--- config.mk ---
export PLATFORM = sky130hd
export DESIGN_NAME = segint_div
export DESIGN_NICKNAME = d
export VERILOG_FILES = /design/src/hdl/segint_pkg.sv /design/src/hdl/segint_div.sv
export SDC_FILE = /design/constraint.sdc
export NUM_CORES = 2
export LEC_CHECK = 0
export ABC_AREA = 1
export BUFFER_PORTS_ARGS = -buffer_cell sky130_fd_sc_hd__buf_2
export CORE_ASPECT_RATIO = 2
export CORE_MARGIN = 2
export CORE_UTILIZATION = 55
export CTS_CLUSTER_DIAMETER = 120
export DETAILED_ROUTE_END_ITERATION = 10
export GPL_ROUTABILITY_DRIVEN = 0
export PLACE_DENSITY_LB_ADDON = 0.12
export SETUP_SLACK_MARGIN = 0.5
export SLEW_MARGIN = 5
export SYNTH_ARGS = -nofsm -noshare
export SYNTH_HDL_FRONTEND = slang
export SYNTH_SLANG_ARGS = --single-unit
--- constraint.sdc ---
create_clock -name clk -period 2.7 [get_ports clk]
set_clock_uncertainty 0.15 [all_clocks]
set_input_delay 0.81 -clock clk [delete_from_list [all_inputs] [get_ports clk]]
set_output_delay 0.81 -clock clk [all_outputs]
set_load 0.02 [all_outputs]
--- src/hdl/segint_pkg.sv ---
`default_nettype none
package segint_pkg;
    localparam int CB = 16;          // coordinate bits
    localparam int DW = CB + 1;      // delta width, signed
    localparam int PW = 2 * DW + 1;  // cross product / numerator width
    localparam int QW = DW;          // quotient width (quotient <= |delta|)
    localparam int NW = PW + QW;     // dividend width
    typedef logic signed [CB-1:0] coord_t;
    typedef logic signed [DW-1:0] delta_t;
    typedef logic signed [PW-1:0] cross_t;
endpackage
`default_nettype wire

--- src/hdl/segint_div.sv ---
`default_nettype none
module segint_div (
    input  wire logic                     clk,
    input  wire logic                     en,
    input  wire logic [segint_pkg::NW-1:0] num,
    input  wire logic [segint_pkg::PW-1:0] den,
    output logic      [segint_pkg::QW-1:0] quo
);
    import segint_pkg::*;

    // Restoring division, one quotient bit per stage. The quotient is known
    // to fit in QW bits, so the top PW bits of the dividend start below den.
    logic [PW-1:0] rem_reg  [QW];
    logic [QW-1:0] word_reg [QW];
    logic [PW-1:0] den_reg  [QW];

    for (genvar k = 0; k < QW; k++) begin : g_stage
        logic [PW-1:0] rem_in;
        logic [QW-1:0] word_in;
        logic [PW-1:0] den_in;
        logic [PW:0]   trial;
        logic [PW:0]   diff;
        logic          ge;
        if (k == 0) begin : g_first
            assign rem_in  = num[NW-1:QW];
            assign word_in = num[QW-1:0];
            assign den_in  = den;
        end else begin : g_next
            assign rem_in  = rem_reg[k-1];
            assign word_in = word_reg[k-1];
            assign den_in  = den_reg[k-1];
        end
        assign trial = {rem_in, word_in[QW-1]};
        assign diff  = trial - {1'b0, den_in};
        assign ge    = trial >= {1'b0, den_in};
        always_ff @(posedge clk)
        begin
            if (en)
            begin
                rem_reg[k]  <= ge ? diff[PW-1:0] : trial[PW-1:0];
                word_reg[k] <= {word_in[QW-2:0], ge};
                den_reg[k]  <= den_in;
            end
        end
    end

    assign quo = word_reg[QW-1];
endmodule
`default_nettype wire
==> flow_summary.ini, run 1 <==
[status]
failed_stage = 5_1_grt
status = did not finish
toolErrorMsg = [ERROR GRT-0116] Global routing finished with congestion. Check the congestion regions in the DRC Viewer.

[synthesis]
synth_common_cells = nand2_1, inv_1, edfxtp_1, nor2_1, ha_1
ys_top_cells_by_area = edfxtp_1, nand2_1, inv_1
ys.warnings.count = 0
synth_most_common_cell = nand2_1
async_flop_share = 0
syn_nets = 13000
syn_inst = 12300
syn_area_sq_mm = 0.0946
ys_types = 38
synth-edff-count = 1409
ys_seq_area_frac = 0.447
synth_top_area_frac = 0.447
ys.flop_type = edfxtp_1
avgSynthCellArea_sq_um = 7.71
ys_ff_latch = 1409
synth.largest_area_cell = edfxtp_1

[place]
dp_cells = 16900
place_area_sq_mm = 0.116
numPortBuffers = 105
dpl.hpwl_microns = 327000

[clock_network]
numCtsBuffers = 142
cts.sinks = 1409
clk_path_buf_depth = 4
htree_levels = 4
cts-root-buf = clkbuf_16

[floorplanning]
die_x_microns = 297
ioPinCount = 106
initial_utilization = 0.553
dieHeight_microns = 590
num_rows = 215

[global_route]
grt_max_degree = 90
grt_overflow = 5209
grt_pass1_vias = 123000
grt_usage = 0.677
grt_pass1_wl_microns = 919000
-- metrics by stage --
stage          worst slack (ns)  hold WS, ns
2_1_floorplan            0.0416        0.250
3_3_place_gp              -1.01        0.250
3_5_place_dp             -0.965        0.255
4_1_cts                  -0.159      0.00565
-- metal layers --
metal / GRT overflow / global-route usage
met1: 58 / 0.592
met2: 3957 / 0.929
met3: 47 / 0.490
met4: 1143 / 0.757
met5: 4 / 0.186
-- timing repair --
item | in CTS
hold endpoints to repair | 7
cloned | 19
hold buffers | 7
setup buffers | 55
resized for setup | 571
pin swaps | 81
endpoints found under the setup margin | 594
-- cell families after synthesis --
family,Yosys count,share of synthesized area
fa+ha+maj,611,0.0821
flops,1409,0.447
buf+inv,2429,0.103
xor+xnor,288,0.0267
compound gates,789,0.0445
simple gates,6739,0.297
==> inputs of run 2 (changes only) <==
Settings changed: CORE_ASPECT_RATIO 2 to default, CORE_UTILIZATION 55 to 40, CTS_CLUSTER_DIAMETER 120 to default, PLACE_DENSITY_LB_ADDON 0.12 to 0.15, SETUP_SLACK_MARGIN 0.5 to default.
Clock period 2.7 ns to 3.5 ns, I/O delays scaled along.
==> run 2 against run 1 <==
  * The flow now finishes without violations
  * Synthesized cell count did not move
  * Area after synthesis did not move
==> flow_summary.ini, run 2 <==
[status]
status = finished, final reports clean

[sta]
slew_headroom = 0.428
tns_ns = 0
period_needed_ns = 3.23
setup_viol = 0
hold_viol = 0
tightest_slew_ns = 0.849
fin_crit_sh = 0.924
drv_slew = 0
max_freq_ghz = 0.309
rsz0062_at_grt = false

[global_route]
grt_usage = 0.231
antenna_found_initial = 12
grt_pass1_wl_microns = 435000
grt_max_degree = 87
grt_overflow = 0
grt_pass1_vias = 74800

[synthesis]
async_flop_share = 0
syn_inst = 12300
ys_ff_latch = 1409
avgSynthCellArea_sq_um = 7.71
synth-simple-area-share = 0.297
syn_nets = 13000
synth-edff-count = 1409
synth_compound_area_frac = 0.0445
ys.warnings.count = 0
post_synth_mux_area_share = 0
synth_adder_area_share = 0.0821
synth.largest_area_cell = edfxtp_1
ys_seq_area_frac = 0.447
synth_top_family_by_area = simple AND/OR/NAND/NOR gates
ys_top_cells_by_area = edfxtp_1, nand2_1, inv_1
ys_types = 38
syn_area_sq_mm = 0.0946
synth-xor-area-share = 0.0267
synth_most_common_cell = nand2_1
synth_top_area_frac = 0.447
synth_common_cells = nand2_1, inv_1, edfxtp_1, nor2_1, ha_1
ys.flop_type = edfxtp_1

[cells_and_area]
fill_cells = 23600
syn_to_final_growth_pct = 10.8
drive_gt1_frac = 0.0648
layout_common_cells = nand2_1, inv_1, edfxtp_1, nor2_1, ha_1
final_common_cell = nand2_1
nNetsFinal = 13200

[clock_network]
clk_path_buf_depth = 3
cts_resized = 0
cts_tree = built
ctsHoldBuffers = 0
htree_levels = 4
clk_latency_ns = 0.87
cts_setup_buffers = 0
clk_pin_slew_ns = 0.06
numCtsBuffers = 165
cts.sinks = 1409
cts-root-buf = clkbuf_16

[routing]
drtIter0Drc = 7986
drt_pass1_iterations = 7
wl_per_cell_microns = 17.9
final_antenna_net_count = 0
finalWirelength_microns = 284000
drc = 0
vias_per_cell = 5.02
vias = 79400

[critical_path]
cp-start-kind = flop
crit_arrival_ns = 3.65
slowest_stage = fa_1
critPathMostFrequentCell = nand2_1
path_buf_inv = 2
crit_chain = ha_1, fa_1, nor2_2, nor2_2, inv_1, nand2_1, nand3_2, nand2_1, nand2_2, nand2_2, nand2_4, inv_2, nand2_1, nand2_1
cpLargestDelayFamily = simple AND/OR/NAND/NOR gates
max_stage_delay_ns = 0.49
critPathKind = reg -> reg
required_ns = 3.91
worstSetupEndpointType = flop
crit_fanout = 33

[floorplanning]
num_rows = 178
dieArea_sq_mm = 0.240
die_x_microns = 490
coreArea_sq_mm = 0.235
dieHeight_microns = 490
ioPinCount = 106
initial_utilization = 0.402

[place]
dpl.hpwl_microns = 230000
numPortBuffers = 105

[power_and_ir_drop]
p_total_mw = 91.9
power.density_mw_per_mm2 = 877
vdd_drop_max_v = 0.000459
p_leak_nw = 52.4

[job]
drv_cap = 0

[worst_hold_path]
hp-class = in -> reg
[run 2: path summary, 6_finish.rpt]
check / startpoint / end / slack [ns] / depth (start not counted)
hold / removal: den[3] / den_reg[0][3] / 0.22 / 1
setup reg to reg: den_reg[0][420] / rem_reg[0][479] / 0.27 / 14
setup / recovery: den_reg[0][420] / rem_reg[0][479] / 0.27 / 14
hold reg to reg: word_reg[0][15] / word_reg[0][33] / 0.24 / 0
[run 2: logic make-up (layout without fill, tap and decap cells)]
| family | count (synthesis) | in the layout |
|---|---|---|
| XOR/XNOR | 288 | 288 |
| other | 0 | 3 |
| AND/OR/NAND/NOR | 6739 | 6739 |
| buffers and inverters | 2429 | 2841 |
| flip-flops | 1409 | 1409 |
| AO/OA/AOI/OAI | 789 | 789 |
| adder cells (fa/ha/maj) | 611 | 611 |
[run 2: routing by layer]
metal / track usage / wire length, microns
met1: 0.319 / 127000
met2: 0.375 / 129000
met3: 0.0326 / 19600
met4: 0.0701 / 8480
met5: 0 / 7
[run 2: power breakdown]
part | switching [mW] | internal (mW) | leakage [nW]
logic | 31.3 | 15.0 | 36.0
registers | 3.54 | 24.8 | 13.8
clock network | 7.30 | 9.95 | 2.60
total | 42.1 | 49.8 | 52.4
[run 2: final cells by class]
cell class	instances	area [sq um]	area share
multi-input combinational	8427	42600	0.406
antenna	3	7.51	0.0000716
tap	3150	3940	0.0376
timing repair buffer	227	1920	0.0183
inverter	2315	8690	0.0829
clock inverter	108	1090	0.0104
sequential	1409	42300	0.404
clock buffer	191	4290	0.0409
[run 2: per-stage QoR]
stage,utilization,area [sq um],setup WS [ns],cells,hold slack (ns)
2_1_floorplan,-,94600,0.422,12300,0.250
3_3_place_gp,0.423,99400,0.0557,15500,0.251
3_5_place_dp,0.423,99400,0.0174,15500,0.255
4_1_cts,0.446,105000,0.277,15800,0.148
5_1_grt,0.446,105000,0.0314,15800,0.175
6_report,0.446,105000,0.268,15800,0.223
Note: power is estimated with default switching activity, not from simulation.
